==> config.mk <==
export PLATFORM = sky130hd
export DESIGN_NAME = dzr_div
export DESIGN_NICKNAME = d
export VERILOG_FILES = /design/src/dzr_pkg.sv /design/src/dzr_div.sv
export SDC_FILE = /design/constraint.sdc
export NUM_CORES = 2
export LEC_CHECK = 0
export BUFFER_PORTS_ARGS = -buffer_cell sky130_fd_sc_hd__buf_4
export CAP_MARGIN = 25
export CORE_MARGIN = 2
export CORE_UTILIZATION = 45
export DETAILED_ROUTE_END_ITERATION = 16
export RECOVER_POWER = 25
export SYNTH_ARGS = -nofsm -noshare
export SYNTH_HDL_FRONTEND = slang
export SYNTH_SLANG_ARGS = --single-unit
==> constraint.sdc <==
create_clock -name clk_i -period 4.3 [get_ports clk_i]
set_clock_uncertainty 0.2 [all_clocks]
set_input_delay 0.215 -clock clk_i [delete_from_list [all_inputs] [get_ports clk_i]]
set_output_delay 0.215 -clock clk_i [all_outputs]
set_load 0.01 [all_outputs]
==> src/dzr_pkg.sv <==
package dzr_pkg;

  localparam int AXIS_BITS = 16;
  localparam int DZ_BITS = AXIS_BITS + 1;

  typedef enum logic [0:0] {
    CFG_DEADZONE_LEVEL = 1'b0,
    CFG_RADIAL_MODE    = 1'b1
  } cfg_idx_e;

  typedef struct packed {
    logic signed [AXIS_BITS-1:0] axis_x;
    logic signed [AXIS_BITS-1:0] axis_y;
  } axis_in_t;

  typedef struct packed {
    logic signed [AXIS_BITS-1:0] shaped_x;
    logic signed [AXIS_BITS-1:0] shaped_y;
    logic                        inside_zone;
  } axis_out_t;

  typedef struct packed {
    logic                 neg_x;
    logic                 neg_y;
    logic                 pass;
    logic                 radial;
    logic                 zero;
    logic                 in_zone;
    logic [AXIS_BITS-1:0] ax;
    logic [AXIS_BITS-1:0] ay;
  } side_t;

  typedef struct packed {
    logic                 neg;
    logic                 pass;
    logic                 zero;
    logic                 in_zone;
    logic [AXIS_BITS-1:0] a;
  } div_side_t;

endpackage

==> src/dzr_div.sv <==
module dzr_div
  import dzr_pkg::*;
#(
  parameter int W = 16
) (
  input  logic           clk_i,
  input  logic           rst_ni,
  input  logic           valid_i,
  input  logic [2*W-1:0] num_i,
  input  logic [2*W-1:0] den_i,
  input  div_side_t      side_i,
  output logic           valid_o,
  output logic [W-1:0]   mag_o,
  output div_side_t      side_o
);

  localparam int DW = 2 * W;
  localparam logic [W-1:0] MAX_MAG = {1'b0, {(W-1){1'b1}}};

  logic            v_q    [W];
  logic [DW-1:0]   r_q    [W];
  logic [DW-1:0]   d_q    [W];
  logic [W-2:0]    res_q  [W];
  logic            sat_q  [W];
  div_side_t       side_q [W];

  always_ff @(posedge clk_i or negedge rst_ni) begin
    if (!rst_ni) begin
      v_q[0] <= 1'b0;
    end else begin
      v_q[0] <= valid_i;
    end
  end

  always_ff @(posedge clk_i) begin
    r_q[0]    <= num_i;
    d_q[0]    <= den_i;
    res_q[0]  <= '0;
    sat_q[0]  <= num_i >= den_i;
    side_q[0] <= side_i;
  end

  for (genvar i = 1; i < W; i++) begin : g_stage
    logic [DW-1:0] r2;
    logic          ge;

    assign r2 = {r_q[i-1][DW-2:0], 1'b0};
    assign ge = r2 >= d_q[i-1];

    always_ff @(posedge clk_i or negedge rst_ni) begin
      if (!rst_ni) begin
        v_q[i] <= 1'b0;
      end else begin
        v_q[i] <= v_q[i-1];
      end
    end

    always_ff @(posedge clk_i) begin
      r_q[i]    <= ge ? r2 - d_q[i-1] : r2;
      d_q[i]    <= d_q[i-1];
      res_q[i]  <= {res_q[i-1][W-3:0], ge};
      sat_q[i]  <= sat_q[i-1];
      side_q[i] <= side_q[i-1];
    end
  end

  assign valid_o = v_q[W-1];
  assign mag_o   = sat_q[W-1] ? MAX_MAG : {1'b0, res_q[W-1]};
  assign side_o  = side_q[W-1];

endmodule

Yosys cells after proc, flatten, opt, wreduce, memory -nomap -nowiden. Memories as Yosys holds them, arrays and structs flattened. Index checks and enable logic that the tools add are counted.

Register bits: 16. RAM bits: 1600. Input port bits: 87. Output and inout port bits: 37. Logic and storage cells: 68. Memories: 5.

Memory list: d_q (depth 16, bits a word 32, read ports 15, clocked after memory_dff 0, wr ports 16, RTL line dzr_div.sv:22) `logic [DW-1:0] d_q [W];`; r_q (depth 16, bits a word 32, read ports 15, clocked after memory_dff 0, wr ports 16, RTL line dzr_div.sv:21) `logic [DW-1:0] r_q [W];`; side_q (depth 16, bits a word 20, read ports 16, clocked after memory_dff 0, wr ports 16, RTL line dzr_div.sv:25) `div_side_t side_q [W];`; res_q (depth 16, bits a word 15, read ports 16, clocked after memory_dff 0, wr ports 16, RTL line dzr_div.sv:23) `logic [W-2:0] res_q [W];`; sat_q (depth 16, bits a word 1, read ports 16, clocked after memory_dff 0, wr ports 16, RTL line dzr_div.sv:24) `logic sat_q [W];`.

Add/subtract/negate cells: 15. $lt $le $gt $ge: 16. Muxes and demuxes: 16.

Operators with widths (number): $ge 32x32->1 (16); $mux 32 (15); $sub 32x32->32 (15); $mux 15 (1).

Longest topological paths before layout. An unclocked memory read counts as a cell.

Depth in word-level cells: 3. Depth in mapped cells: 15. Gate-level depth less buffers: 13.

Worst setup path after synthesis. OpenSTA, ideal clock, no wires.

Kind: register to register. Start: mem d_q[4][0] (netlist name). End: mem r_q[1][54] (netlist name). Library setup time: 121 ps. Data arrival time: 3058 ps. Data required time: 3979 ps. Setup slack: 921 ps. Stages on the path, launching flop included: 13. Path buffers: 1. Period minus slack after synthesis: 3379 ps. Cell sequence: dfxtp_1 > inv_1 > fa_1 > a211oi_1 > o21ai_0 > a311oi_1 > o21ai_1 > o21ai_1 > a21oi_1 > a211o_1 > a21oi_2 > buf_2 > mux2_2.

RTL lines (RTL line): from (decl) (dzr_div.sv:22); to (decl) (dzr_div.sv:21).

==> results.sh <==
export IMPL_status="finished clean"
export IMPL_ff2ff_path_depth=13
export IMPL_clk_latency_ns=0.77
export IMPL_drt_pass1_iterations=6
export IMPL_synth_cells=5899
export IMPL_post_place_ws_ns=0.184
export IMPL_io_buffers=122
export IMPL_worstPathArrival_ns=4.42
export IMPL_drv_cap=0
export IMPL_diodes=0
export IMPL_power_internal_uw=34200
export IMPL_rsz0062_at_grt="false"
export IMPL_cts_resized=0
export IMPL_worstMarginPinSlew_ns=0.965
export IMPL_cts_root_buf="clkbuf_16"
export IMPL_core_area_mm2=0.128
export IMPL_synthTopCellsByArea="dfxtp_1 48%, ha_1 11%, a21oi_1 4.0%"
export IMPL_cts_buffers=151
export IMPL_vias=40600
export IMPL_htreeDepth=4
export IMPL_leakage_uw=0.0318
export IMPL_crit_path_top_delay_cell="fa_1"
export IMPL_utilization_pct=53.1
export IMPL_synth_seq_area_share_pct=48.9
export IMPL_layout_commonest_cell="dfxtp_1"
export IMPL_setup_tns_ns=0
export IMPL_finalSetupViolCount=0
export IMPL_grt_util_all_layers_pct=18.2
export IMPL_die_x_um=363
export IMPL_synth_distinct_cells=95
export IMPL_hold_violations=0
export IMPL_grt_pass1_vias=42100
export IMPL_max_vdd_ir_drop_v=0.000441
export IMPL_endpoint_kind="flop"
export IMPL_mostFrequentLayoutCells="1401 x dfxtp_1, 609 x inv_1, 511 x ha_1, 463 x a21oi_1, 376 x nand2_1"
export IMPL_clk_pin_slew_ns=0.06
export IMPL_critPathRequiredTime_ns=4.75
export IMPL_first_iter_violations=2192
export IMPL_min_path_type="reg2reg"
export IMPL_grt_overflow_total=0
export IMPL_max_stage_delay_ns=0.46
export IMPL_synth_ff_type="dfxtp_1"
export IMPL_cts_tree="yes"
export IMPL_start_util_pct=45.5
export IMPL_antenna_found_initial=1
export IMPL_cts_sinks=1417
export IMPL_synth_fp_nets=6511
export IMPL_drt_total_wl_um=120000
export IMPL_area_growth_pct=16.9
export IMPL_cp_cell_sequence="inv_1 > fa_1 > a211oi_1 > o21ai_0 > a311oi_1 > buf_4 > o21ai_1 > o21ai_1 > a21oi_1 > a211o_1 > a21oi_4 > buf_12 > mux2_2"
export IMPL_grt_max_degree=52
export IMPL_holdPathStages=0
export IMPL_synth_area_per_cell_um2=9.85
export IMPL_p_seq_share_pct=33.5
export IMPL_final_nets=6887
export IMPL_synth_edf_count=0
export IMPL_die_h_um=363
export IMPL_yosys_register_bits=1417
export IMPL_crit_fanout=37
export IMPL_critPathMostFrequentCell="o21ai_1"
export IMPL_place_hpwl_um=90800
export IMPL_synthArstFlopShare_pct=1.13
export IMPL_slew_headroom_pct=35.2
export IMPL_clockBufferDepth=3
export IMPL_drt_wirelength_per_cell_um=14.9
export IMPL_slew_violations=0
export IMPL_clockPowerShare_pct=24.3
export IMPL_fmax_ghz=0.252
export IMPL_swShare_pct=35.7
export IMPL_fin_crit_ns=3.97
export IMPL_crit_type="reg2reg"
export IMPL_drc=0
export IMPL_fin_ws_ns=0.330
export IMPL_grt_pass1_wl_um=198000
export IMPL_drive_gt1_share_pct=9.78
export IMPL_startpoint_type="flop"
export IMPL_fp_row_count=131
export IMPL_final_antenna_net_count=0
export IMPL_fp_dieArea_mm2=0.132
export IMPL_synth_top_area_share_pct=48.3
export IMPL_combPwrFrac_pct=42.2
export IMPL_vias_per_cell=5.04
export IMPL_switching_power_uw=19000
export IMPL_p_per_area_mw_per_mm2=782
export IMPL_place_congestion=0.971
export IMPL_min_period_over_period_pct=92.3
export IMPL_yosysWarnings=0
export IMPL_yosys_area_top_type="dfxtp_1"
export IMPL_ioPinCount=124
export IMPL_syn_cell_area_mm2=0.0581
[through the flow]
step	cells	total power, uW	cell area (um^2)	hold slack (ns)
finish	8051	53100	67900	0.112
global route	8051	57200	67900	0.124
CTS	8050	53600	67900	0.102
detailed placement	7612	40200	61100	-0.119
global placement	7612	40000	61100	-0.126
floorplan	5899	34900	58100	-0.281
[state kept, by name (all words and copies together), names as in the netlist]
signal	count
d_q	480
r_q	465
side_q	320
res_q	120
sat_q	16
v_q	15
valid_o	1
[final timing paths]
check                               from       endpoint  slack, ns
min                        side_q[14][7]  side_q[15][7]       0.11
min reg2reg                side_q[14][7]  side_q[15][7]       0.11
max                            d_q[4][0]     r_q[1][35]       0.33
min in group asynchronous         rst_ni        valid_o       0.40
max in group asynchronous         rst_ni        v_q[10]       3.03
max reg2reg                    d_q[4][0]     r_q[1][35]       0.33
[area by class of cell]
type	instances	area [um^2]
Clock buffer	213	4350
Clock inverter	54	703
Fill cell	11300	59900
Inverter	615	2310
Multi-Input combinational cell	3751	26900
Sequential cell	1417	28400
Tap cell	1662	2080
Timing Repair Buffer	339	3090
[synth_stat cells (89+ instances only)]
cell,number
a21o_1,250
a21oi_1,463
dfxtp_1,1401
ha_1,511
inv_1,609
mux2_2,137
nand2_1,376
nor2_1,311
o21a_1,89
o21ai_0,319
xnor2_1,214
xor2_1,129
[worst max-delay path, delay by kind of cell (launching register included)]
| kind | cells | cell delay [ns] |
|---|---|---|
| AOI/OAI and AO/OA | 8 | 2.00 |
| adders and majority gates | 1 | 0.46 |
| buffers and inverters | 3 | 0.48 |
| DFF | 1 | 0.35 |
| muxes | 1 | 0.35 |
[kinds of logic after synthesis]
kind of cell | after synthesis | share of synthesized area, %
DFF | 1417 | 48.9
muxes | 153 | 3.01
AOI/OAI and AO/OA | 1551 | 17.0
buffers and inverters | 731 | 4.83
and+or+nand+nor | 1178 | 9.54
adders and majority gates | 525 | 11.5
other | 1 | 0.00645
xor gates and xnor gates | 343 | 5.17
[power groups by stage]
| stage | combinational, uW | clock (uW) | sequential, uW |
|---|---|---|---|
| floorplan | 17400 | 0 | 17500 |
| global placement | 21900 | 0 | 18100 |
| detailed placement | 22100 | 0 | 18100 |
| CTS | 22400 | 13400 | 17800 |
| global route | 25200 | 13900 | 18100 |
| finish | 22400 | 12900 | 17800 |
[layer usage]
layer  GRT usage (%)  part of all wire [%]  wire [um]
met3            2.85                   3.0       3580
met2            35.2                    52      62300
met5               0                     0          0
met1            18.5                    40      47600
met4            10.2                   5.2       6210
[what timing repair did]
action,CTS,global route
hold endpoints to repair,101,0
hold buffers,171,0
buffers inserted,0,0
No activity file was read; power rests on OpenSTA's default activity.
