**config.mk**
```make
export PLATFORM = sky130hd
export DESIGN_NAME = dzr_sqrt
export DESIGN_NICKNAME = d
export VERILOG_FILES = /design/src/dzr_pkg.sv /design/src/dzr_sqrt.sv
export SDC_FILE = /design/constraint.sdc
export NUM_CORES = 1
export LEC_CHECK = 0
export BUFFER_PORTS_ARGS = -buffer_cell sky130_fd_sc_hd__buf_2
export CORE_UTILIZATION = 45
export CTS_CLUSTER_SIZE = 28
export DETAILED_ROUTE_END_ITERATION = 10
export GPL_ROUTABILITY_DRIVEN = 0
export PLACE_DENSITY = 0.59
export REMOVE_ABC_BUFFERS = 1
export SETUP_SLACK_MARGIN = 0.5
export SLEW_MARGIN = 20
export SYNTH_ARGS = -nofsm -noshare
export SYNTH_HDL_FRONTEND = slang
export SYNTH_SLANG_ARGS = --single-unit
export TNS_END_PERCENT = 5
```
**constraint.sdc**
```tcl
create_clock -name clk_i -period 6.3 [get_ports clk_i]
set_input_delay 0.945 -clock clk_i [delete_from_list [all_inputs] [get_ports clk_i]]
set_output_delay 0.945 -clock clk_i [all_outputs]
set_load 0.005 [all_outputs]
```
**src/dzr_pkg.sv**
```systemverilog
package dzr_pkg;

  localparam int AXIS_BITS = 16;
  localparam int DZ_BITS = AXIS_BITS + 1;

  typedef enum logic [0:0] {
    CFG_DEADZONE_LEVEL = 1'b0,
    CFG_RADIAL_MODE    = 1'b1
  } cfg_idx_e;

  typedef struct packed {
    logic signed [AXIS_BITS-1:0] axis_x;
    logic signed [AXIS_BITS-1:0] axis_y;
  } axis_in_t;

  typedef struct packed {
    logic signed [AXIS_BITS-1:0] shaped_x;
    logic signed [AXIS_BITS-1:0] shaped_y;
    logic                        inside_zone;
  } axis_out_t;

  typedef struct packed {
    logic                 neg_x;
    logic                 neg_y;
    logic                 pass;
    logic                 radial;
    logic                 zero;
    logic                 in_zone;
    logic [AXIS_BITS-1:0] ax;
    logic [AXIS_BITS-1:0] ay;
  } side_t;

  typedef struct packed {
    logic                 neg;
    logic                 pass;
    logic                 zero;
    logic                 in_zone;
    logic [AXIS_BITS-1:0] a;
  } div_side_t;

endpackage

```
**src/dzr_sqrt.sv**
```systemverilog
module dzr_sqrt
  import dzr_pkg::*;
#(
  parameter int W = 16
) (
  input  logic           clk_i,
  input  logic           rst_ni,
  input  logic           valid_i,
  input  logic [2*W-1:0] radicand_i,
  input  side_t          side_i,
  output logic           valid_o,
  output logic [W-1:0]   root_o,
  output side_t          side_o
);

  localparam int RW = W + 3;

  logic           v_q    [W];
  logic [RW-1:0]  rem_q  [W];
  logic [W-1:0]   root_q [W];
  logic [2*W-1:0] n_q    [W];
  side_t          side_q [W];

  for (genvar i = 0; i < W; i++) begin : g_stage
    logic           v_in;
    logic [RW-1:0]  rem_in;
    logic [W-1:0]   root_in;
    logic [2*W-1:0] n_in;
    side_t          side_in;
    logic [RW-1:0]  cur;
    logic [RW-1:0]  trial;
    logic           ge;

    if (i == 0) begin : g_first
      assign v_in    = valid_i;
      assign rem_in  = '0;
      assign root_in = '0;
      assign n_in    = radicand_i;
      assign side_in = side_i;
    end else begin : g_next
      assign v_in    = v_q[i-1];
      assign rem_in  = rem_q[i-1];
      assign root_in = root_q[i-1];
      assign n_in    = n_q[i-1];
      assign side_in = side_q[i-1];
    end

    assign cur   = {rem_in[RW-3:0], n_in[2*W-1:2*W-2]};
    assign trial = {1'b0, root_in, 2'b01};
    assign ge    = cur >= trial;

    always_ff @(posedge clk_i or negedge rst_ni) begin
      if (!rst_ni) begin
        v_q[i] <= 1'b0;
      end else begin
        v_q[i] <= v_in;
      end
    end

    always_ff @(posedge clk_i) begin
      rem_q[i]  <= ge ? cur - trial : cur;
      root_q[i] <= {root_in[W-2:0], ge};
      n_q[i]    <= {n_in[2*W-3:0], 2'b00};
      side_q[i] <= side_in;
    end
  end

  assign valid_o = v_q[W-1];
  assign root_o  = root_q[W-1];
  assign side_o  = side_q[W-1];

endmodule

```
Word level (Yosys, flattened, before mapping). Memories as Yosys holds them, arrays and structs flattened. Cells that the tools add are included.

$add $sub $neg: 16. Magnitude comparators: 16. Muxes and demuxes: 16.

Operator list (count): 19-bit 2-to-1 mux (16); 19-bit by 18-bit >= comparator with 1-bit output (15); 19-bit by 18-bit subtractor with 19-bit output (15); 2-bit by 1-bit subtractor with 3-bit output, second input constant (1); 2-bit by 1-bit >= comparator with 1-bit output, second input constant (1).

Bits in registers: 16. RAM bits: 1648. Input port bits: 73. Output and inout port bits: 55. Word-level logic and storage cells: 68. Memories: 4.

Memories: side_q (words 16, bits a word 38, rd ports 16, clocked after Yosys merged registers in 0, wr ports 16, line dzr_sqrt.sv:22) `side_t side_q [W];`; n_q (words 16, bits a word 30, rd ports 15, clocked after Yosys merged registers in 0, wr ports 16, line dzr_sqrt.sv:21) `logic [2*W-1:0] n_q [W];`; rem_q (words 16, bits a word 19, rd ports 15, clocked after Yosys merged registers in 0, wr ports 16, line dzr_sqrt.sv:19) `logic [RW-1:0] rem_q [W];`; root_q (words 16, bits a word 16, rd ports 16, clocked after Yosys merged registers in 0, wr ports 16, line dzr_sqrt.sv:20) `logic [W-1:0] root_q [W];`.

Depth between registers and ports, before layout. Gate-level depths: netlist of run 1. An unclocked memory read counts as a cell.

Word-level depth: 3. Gate-level depth with buffers: 11. Gate-level depth less buffers: 10.

Worst setup path after synthesis of run 1. Ideal clock, no wire load.

Kind: reg2reg. Start: memory root_q[12][6]. End: memory rem_q[13][10] (netlist bit). Library setup time: 0.121 ns. Arrival: 2.337 ns. Data required time: 6.179 ns. Setup slack: 3.841 ns. Cell stages (with the launch flop): 12. Path buffers: 2. Period minus slack after synthesis: 2.459 ns. Cells stage by stage: dfxtp_1 inv_1 ha_1 and3_1 nand3_1 o32a_2 o21ai_2 a31o_2 o22a_2 buf_6 buf_12 mux2_4.

RTL lines (line): from (decl) (dzr_sqrt.sv:20); to (decl) (dzr_sqrt.sv:19).

==> results of run 1 <==
## path summary, 6_finish.rpt
kind | slack [ns] | end | depth (start not counted) | startpoint
min | 0.15 | g_stage[5].v_in$_DFF_PN0_ | 1 | rst_ni
min reg2reg | 0.29 | side_q[1][271]$_DFF_P_ | 0 | side_q[1][233]$_DFF_P_
max reg2reg | 3.34 | rem_q[11][10]$_DFF_P_ | 9 | root_q[10][2]$_DFF_P_
max | 3.34 | rem_q[11][10]$_DFF_P_ | 9 | root_q[10][2]$_DFF_P_
max in group asynchronous | 5.90 | g_stage[4].v_in$_DFF_PN0_ | 1 | rst_ni
min in group clk_i | 0.29 | side_q[1][271]$_DFF_P_ | 0 | side_q[1][233]$_DFF_P_
## placed cells by master, fill, tap and decap left out, types with 28 or more instances in the layout
cell / instances
dfxtp_1: 1221
o21ai_0: 121
xnor2_1: 91
a21o_1: 45
or3_1: 28
o21a_1: 35
nor3_1: 61
clkbuf_16: 117
nand2_1: 141
nand3_1: 34
ha_1: 152
xor2_1: 74
inv_1: 194
clkbuf_8: 32
nor2b_1: 34
a21oi_1: 94
nor2_1: 124
buf_2: 127
## state kept, by name (all words and copies together) (netlist names)
signal	cells
side_q	608
root_q	136
n_q	240
rem_q	237
valid_o	1
g_stage.v_in	15
## per-stage QoR
step	hold WS (ns)	std cells	setup WS [ns]	util (%)	total power, W
final	0.149	4118	3.34	53.4	0.0186
after global placement	0.310	3897	3.21	48.0	0.0115
after CTS	0.120	4117	3.11	53.4	0.0188
after floorplan	0.310	2737	3.02	-	0.0110
after global routing	0.144	4118	3.10	53.4	0.0195
after detailed placement	0.312	3897	3.15	48.0	0.0116
## cell families (layout without fill, tap and decap cells)
logic type                 count (synthesis)  after routing  synth area share [%]
buffers and inverters                    232            545                  2.65
and+or+nand+nor                          553            553                  8.01
adders and majority gates                152            152                  5.45
xor gates and xnor gates                 165            165                  4.14
AOI/OAI and AO/OA                        395            395                  7.20
other                                      1              1                0.0108
muxes                                     40             40                  1.30
DFF                                     1237           1237                  71.2
## metal layers
metal	up-vias	track usage (%)	wire [um]
met1	8613	15.8	23400
met4	2	6.32	1720
met2	399	24.0	26000
met3	139	3.06	2610
li1	9669	-	-
met5	-	0	14
## power by group through the flow
stage / clock [W] / combinational, W / sequential [W]
4_1_cts: 0.00736 / 0.00218 / 0.00926
6_report: 0.00713 / 0.00218 / 0.00925
2_1_floorplan: 0 / 0.00172 / 0.00924
3_5_place_dp: 0 / 0.00217 / 0.00943
5_1_grt: 0.00768 / 0.00247 / 0.00934
3_3_place_gp: 0 / 0.00210 / 0.00941
## worst max-delay path, delay by kind of cell, from the launching register on
family	cells	cell delay (ns)
adder cells (fa/ha/maj)	1	0.34
AO/OA/AOI/OAI	5	1.67
flip-flops	1	0.43
AND/OR/NAND/NOR	1	0.07
buffers and inverters	2	0.32
## final cells by class
type                            instances  area, um2
Clock buffer                          166       3430
Clock inverter                         54        703
Fill cell                            6482      35500
Inverter                              194        728
Multi-Input combinational cell       1306       9120
Sequential cell                      1237      24800
Tap cell                             1030       1290
Timing Repair Buffer                  131        669
==> results by group, run 1 <==
Status
  • Run status: finished clean

Timing
  • Setup TNS: 0 ns
  • Setup Skew: slightly below 0.06 ns
  • Min Tclk post-route: about 3.0 ns
  • Fin. Hold Viols: 0
  • Worst-margin pin slew: between 1 and 1.5 ns
  • F_max: ~340 MHz
  • Max-slew violations: 0
  • Setup Viol. Count Final: 0
  • RSZ-0062 raised after global routing: no
  • Slew headroom: a little under a third
  • Crit share post-route: 46.9%

Place
  • Dpl hpwl: 37,900 um
  • Post-DP Area: approximately 37,000 um2
  • Port Buffers: about 130

Floorplan
  • I/O pins: roughly 130
  • Std-Cell Rows: just over 100
  • Die Area: 78,600 um2
  • Die width: between 200 and 300 um
  • Die Y: between 200 and 300 um
  • Starting Density: 45.7%
  • CORE AREA: between 70,000 and 80,000 um2

Global routing
  • Initial antenna violation count: 1
  • Vias in the first global route: between 15,000 and 20,000
  • GR Overflow Total: 0
  • Largest net degree at the start of global routing: 33
  • Total GRT Usage: a little over an eighth
  • Global-route wire length before repair: around 88,000 um

Synthesis
  • Synthesis Warnings: 0
  • Asr flop ratio synth: under 10%
  • Post-synthesis cell count: 2,775
  • Synth area leaders: dfxtp_1, ha_1, xnor2_1, inv_1, xor2_1
  • Yosys top cell by area: dfxtp_1
  • Distinct cells, synth: 86
  • Yosys reg bits: 1,237
  • Number of synthesized flops with an enable pin: 0
  • Avg Cell Area, Syn: approximately 13 um2
  • Register area share after synthesis: a little under three quarters
  • Top cells by count, synth: dfxtp_1, inv_1, ha_1, nand2_1, nor2_1
  • Primary FF master, synth: dfxtp_1
  • Most frequent cell after synthesis: dfxtp_1
  • Area share of the largest cell type after synthesis: 70.1%
  • Mapped cell area: 34,900 um2

Power
  • Seq pwr share: around 50%
  • Clk pwr share: a little under two fifths
  • Switching share of power: approximately a quarter
  • Net Sw Power: between 0.004 and 0.005 W
  • Peak VDD IR: about 0.28 mV
  • Gate power share: a little under an eighth
  • Pint: 0.0140 W
  • P per Cell Area: between 400 and 500 nW/um2
  • Leak: between 15 and 20 nW

Critical path
  • CP most frequent cell: o31ai_1
  • CP Data Arrival Time: between 3 and 4 ns
  • Critical path peak fanout: 30
  • CP max stage cell: o31ai_1
  • Worst Path Required: around 6.8 ns
  • Crit. End Element: register
  • Critical path class: reg2reg
  • Worst path cell trace: inv_1, ha_1, o21ai_0, a22oi_1, a311oi_1, o31ai_1, nor3_2, buf_4, o31ai_1
  • Crit-path max cell delay: ~0.56 ns
  • CP Launch Type: register

CTS
  • Clk sink count: around 1,200
  • CTS buffer count: between 100 and 150
  • Worst-case clock buffer depth: 3
  • Clock transition at path regs: 0.06 ns
  • Clock Root Buffer: clkbuf_16
  • # Post-CTS Setup Buffers: 0
  • CTS HTree Levels: 3
  • TritonCTS clock tree: yes
  • Post-CTS Hold Buffers: 0
  • CTS resizes: 0
  • Clock Latency Late Sink: between 0.6 and 0.7 ns

Final layout
  • Layout cells sized above 1: about an eighth
  • ANT cells: 0
  • Nets@finish: 3,211
  • Synth-to-Final Area Change: 16.9%
  • Final Cell Area: just over 40,000 um2

Detailed routing
  • Final routed DRC violation total: 0
  • Routed vias: approximately 19,000
  • TritonRoute pass-1 iters: 8
  • DRT iter0 DRCs: around 740
  • DRT antenna net count: 0
  • Vias per inst: approximately 4.6
  • Final WL: 53,800 um
  • Wire length per cell: ~13 um

Min path
  • Type of the worst min-delay path: in2async

Run
  • Max cap viols: 0
Note: power is estimated with default switching activity, not from simulation.
==> run 2, diff against run 1 <==
--- a/config.mk
+++ b/config.mk
@@ -5,12 +5,13 @@
 export SDC_FILE = /design/constraint.sdc
 export NUM_CORES = 1
 export LEC_CHECK = 0
+export ABC_AREA = 1
 export BUFFER_PORTS_ARGS = -buffer_cell sky130_fd_sc_hd__buf_2
 export CORE_UTILIZATION = 45
 export CTS_CLUSTER_SIZE = 28
 export DETAILED_ROUTE_END_ITERATION = 10
 export GPL_ROUTABILITY_DRIVEN = 0
-export PLACE_DENSITY = 0.59
+export PLACE_DENSITY = 0.61
 export REMOVE_ABC_BUFFERS = 1
 export SETUP_SLACK_MARGIN = 0.5
 export SLEW_MARGIN = 20
==> constraint.sdc (replaced) <==
create_clock -name clk_i -period 2.45 [get_ports clk_i]
set_input_delay 0.3675 -clock clk_i [delete_from_list [all_inputs] [get_ports clk_i]]
set_output_delay 0.3675 -clock clk_i [all_outputs]
set_load 0.005 [all_outputs]
==> results by group, run 2 <==
Status
  • Run status: finished clean

Timing
  • RSZ-0062 raised after global routing: yes
  • Crit share post-route: 78.9% (+32 points)
  • Max-slew violations: 0 (unchanged)
  • F_max: 518 MHz (+53%)
  • Setup Viol. Count Final: 0 (unchanged)
  • Slew headroom: 57.1% (+25 points)
  • Worst setup margin: 0.518 ns (-2.82 ns)
  • Setup Skew: 0.0335 ns (-0.0243 ns)
  • Setup TNS: 0 ns (unchanged)
  • Min Tclk post-route: 1.93 ns (-1.03 ns)
  • Worst-margin pin slew: 0.640 ns (-0.385 ns)
  • Fin. Hold Viols: 0 (unchanged)

CTS
  • Clock transition at path regs: 0.06 ns (about the same)
  • CTS HTree Levels: 3 (unchanged)
  • CTS buffer count: 118 (+1.7%)
  • Clock Latency Late Sink: 0.70 ns (about the same)
  • Clock Root Buffer: clkbuf_16
  • Clk sink count: 1,237 (unchanged)
  • Worst-case clock buffer depth: 3 (unchanged)
  • TritonCTS clock tree: yes

Critical path
  • Crit. End Element: register
  • CP most frequent cell: nand2_1
  • CP max stage cell: dfxtp_2
  • Top delay family on crit path: simple AND/OR/NAND/NOR gates
  • Crit-path max cell delay: 0.38 ns (-0.18 ns)
  • CP Data Arrival Time: 2.50 ns (-0.99 ns)
  • Critical path peak fanout: 6 (-80%)
  • Critical path class: reg2reg
  • Buf/Inv on CP: 3 (+1)
  • Worst path cell trace: inv_1, ha_1, nand2_2, inv_2, nand2_1, nor2_1, nand2_1, nand3_4, nand2_8, buf_4, nand4_1, nand2_1
  • CP Launch Type: register
  • Worst Path Required: 3.02 ns (-3.81 ns)

Power
  • Peak VDD IR: 0.818 mV (+190%)
  • Gate power share: 17.5% (+5.7 points)
  • Leak: 23.3 nW (+26%)
  • Tot Pwr: 0.0529 W (+190%)
  • Pint: 0.0380 W (+170%)
  • Net Sw Power: 0.0149 W (+230%)
  • Switching share of power: 28.2% (+3.6 points)
  • P per Cell Area: 1130 nW/um2 (+150%)
  • Seq pwr share: 45.7% (-4.1 points)
  • Clk pwr share: 36.8% (-1.6 points)

Detailed routing
  • Final routed DRC violation total: 0 (unchanged)
  • Final WL: 68,400 um (+27%)
  • TritonRoute pass-1 iters: 5 (-3)
  • DRT antenna net count: 0 (unchanged)
  • DRT iter0 DRCs: 1,240 (+67%)
  • Vias per inst: 4.45 (-2.7%)
  • Routed vias: 25,100 (+33%)
  • Wire length per cell: 12.1 um (-7.1%)

Final layout
  • Final core occ: 54.9% (+1.4 points)
  • Top Registers: side_q (608), n_q (240), rem_q (237)
  • Multi-input gate area: 12,000 um2 (+31%)
  • ANT cells: 0 (unchanged)
  • Commonest non-fill, non-tap cell in the layout: dfxtp_1
  • Synth-to-Final Area Change: 20.9%
  • Final Cell Area: 46,700 um2 (+15%)
  • Nets@finish: 4,621 (+44%)
  • Layout cells sized above 1: 12.6% (-0.14 points)
  • Register area: 24,900 um2 (about the same)
  • Commonest non-fill, non-tap cells in the layout: dfxtp_1, nand2_1, inv_1
  • Filler Cells Inserted: 7,509 (+16%)
  • Largest Register: side_q
  • Max FFs per register: 608 (unchanged)

Global routing
  • Total GRT Usage: 15.4% (+1.8 points)
  • GR Overflow Total: 0 (unchanged)
  • Vias in the first global route: 23,500 (+25%)
  • Initial antenna violation count: 0 (-1)
  • Global-route wire length before repair: 110,000 um (+25%)
  • Largest net degree at the start of global routing: 24 (-27%)

Synthesis
  • Mapped cell area: 38,700 um2 (+11%)
  • Primary FF master, synth: dfxtp_1
  • Post-synthesis cell count: 4,060 (+46%)
  • Register area share after synthesis: 64.3% (-7.0 points)
  • Yosys reg bits: 1,237 (unchanged)
  • Number of synthesized flops with an enable pin: 0 (unchanged)
  • Synth area leaders: dfxtp_1, nand2_1, inv_1, ha_1, nand3_1
  • Area share of the largest cell type after synthesis: 63.2% (-6.9 points)
  • Yosys top cell by area: dfxtp_1
  • Distinct cells, synth: 44 (-49%)
  • Synthesis Warnings: 0 (unchanged)
  • Top cells by count, synth: dfxtp_1, nand2_1, inv_1, nor2_1, nand3_1
  • Avg Cell Area, Syn: 9.52 um2 (-24%)
  • Most frequent cell after synthesis: dfxtp_1
  • Asr flop ratio synth: 1.29% (unchanged)

Floorplan
  • Std-Cell Rows: 107 (+5.9%)
  • Die Y: 295 um (+5.2%)
  • I/O pins: 128 (unchanged)
  • CORE AREA: 85,100 um2 (+12%)
  • Die Area: 87,100 um2 (+11%)
  • Starting Density: 45.4% (-0.29 points)
  • Die width: 295 um (+5.2%)

Min path
  • Type of the worst min-delay path: in2async

Run
  • Max cap viols: 0 (unchanged)

Place
  • DP Worst Slack: 0.307 ns (-2.85 ns)
  • Post-DP Area: 40,500 um2 (+11%)
  • Dpl hpwl: 48,000 um (+27%)
  • Port Buffers: 127 (unchanged)
-- run 2: worst reg2reg max path: stages, from the launching register on --
cell,delay (ns)
dfxtp_2,0.38
inv_1,0.06
ha_1,0.36
nand2_2,0.10
inv_2,0.06
nand2_1,0.08
nor2_1,0.11
nand2_1,0.12
nand3_4,0.14
nand2_8,0.09
buf_4,0.18
nand4_1,0.07
nand2_1,0.07
-- run 2: repair_timing --
item                                   4_1_cts  5_1_grt
hold buffers                                73        0
gates cloned                                 4       13
endpoints found under the hold margin       88        0
pin swaps                                    5       21
setup buffers                                3       21
setup endpoints to repair                  153      213
resized for setup                           18      107
-- run 2: cells by family after synthesis --
logic type               synth area share, %
AND/OR/NAND/NOR                         19.5
flip-flops                              64.3
buffers and inverters                   6.69
AO/OA/AOI/OAI                           2.72
adder cells (fa/ha/maj)                 4.92
XOR/XNOR                                1.90
other                                0.00970
-- run 2: metrics by stage --
step,hold WS (ns),cells
2_1_floorplan,0.0719,4024
3_3_place_gp,0.291,5306
3_5_place_dp,0.295,5306
4_1_cts,0.0408,5606
5_1_grt,0.0728,5640
6_report,0.0855,5640
-- run 2: final cells by class --
| type | instances | area share [%] |
|---|---|---|
| timing repair buffer | 237 | 3.77 |
| tap | 1144 | 3.06 |
| clock buffer | 151 | 7.02 |
| sequential | 1237 | 53.2 |
| inverter | 619 | 4.98 |
| clock inverter | 69 | 2.36 |
| multi-input combinational | 2183 | 25.6 |
-- run 2: final timing paths --
| kind | startpoint | to | slack, ns | cells past startpoint |
|---|---|---|---|---|
| setup / recovery | root_q[10][8]$_DFF_P_ | rem_q[11][1]$_DFF_P_ | 0.52 | 12 |
| hold / removal | rst_ni | g_stage[1].v_in$_DFF_PN0_ | 0.09 | 2 |
| setup reg to reg | root_q[10][8]$_DFF_P_ | rem_q[11][1]$_DFF_P_ | 0.52 | 12 |
| hold reg to reg | side_q[1][180]$_DFF_P_ | side_q[1][218]$_DFF_P_ | 0.32 | 0 |
| max in group asynchronous | rst_ni | g_stage[8].v_in$_DFF_PN0_ | 2.11 | 2 |
| min in group clk_i | radicand_i[28] | n_q[0][28]$_DFF_P_ | 0.29 | 2 |
-- run 2: layer usage --
| layer | vias up | routed length [um] | global-route usage [%] |
|---|---|---|---|
| li1 | 13200 | - | - |
| met3 | 148 | 3080 | 3.10 |
| met4 | 0 | 2030 | 6.12 |
| met5 | - | 0 | 0 |
| met2 | 498 | 31300 | 25.3 |
| met1 | 11200 | 31900 | 20.0 |
-- run 2: power groups by stage --
stage          logic (W)  registers [W]  clock network, W
2_1_floorplan    0.00680         0.0239                 0
3_3_place_gp     0.00848         0.0245                 0
3_5_place_dp     0.00860         0.0245                 0
4_1_cts          0.00883         0.0241            0.0201
5_1_grt           0.0107         0.0244            0.0209
6_report         0.00927         0.0242            0.0195
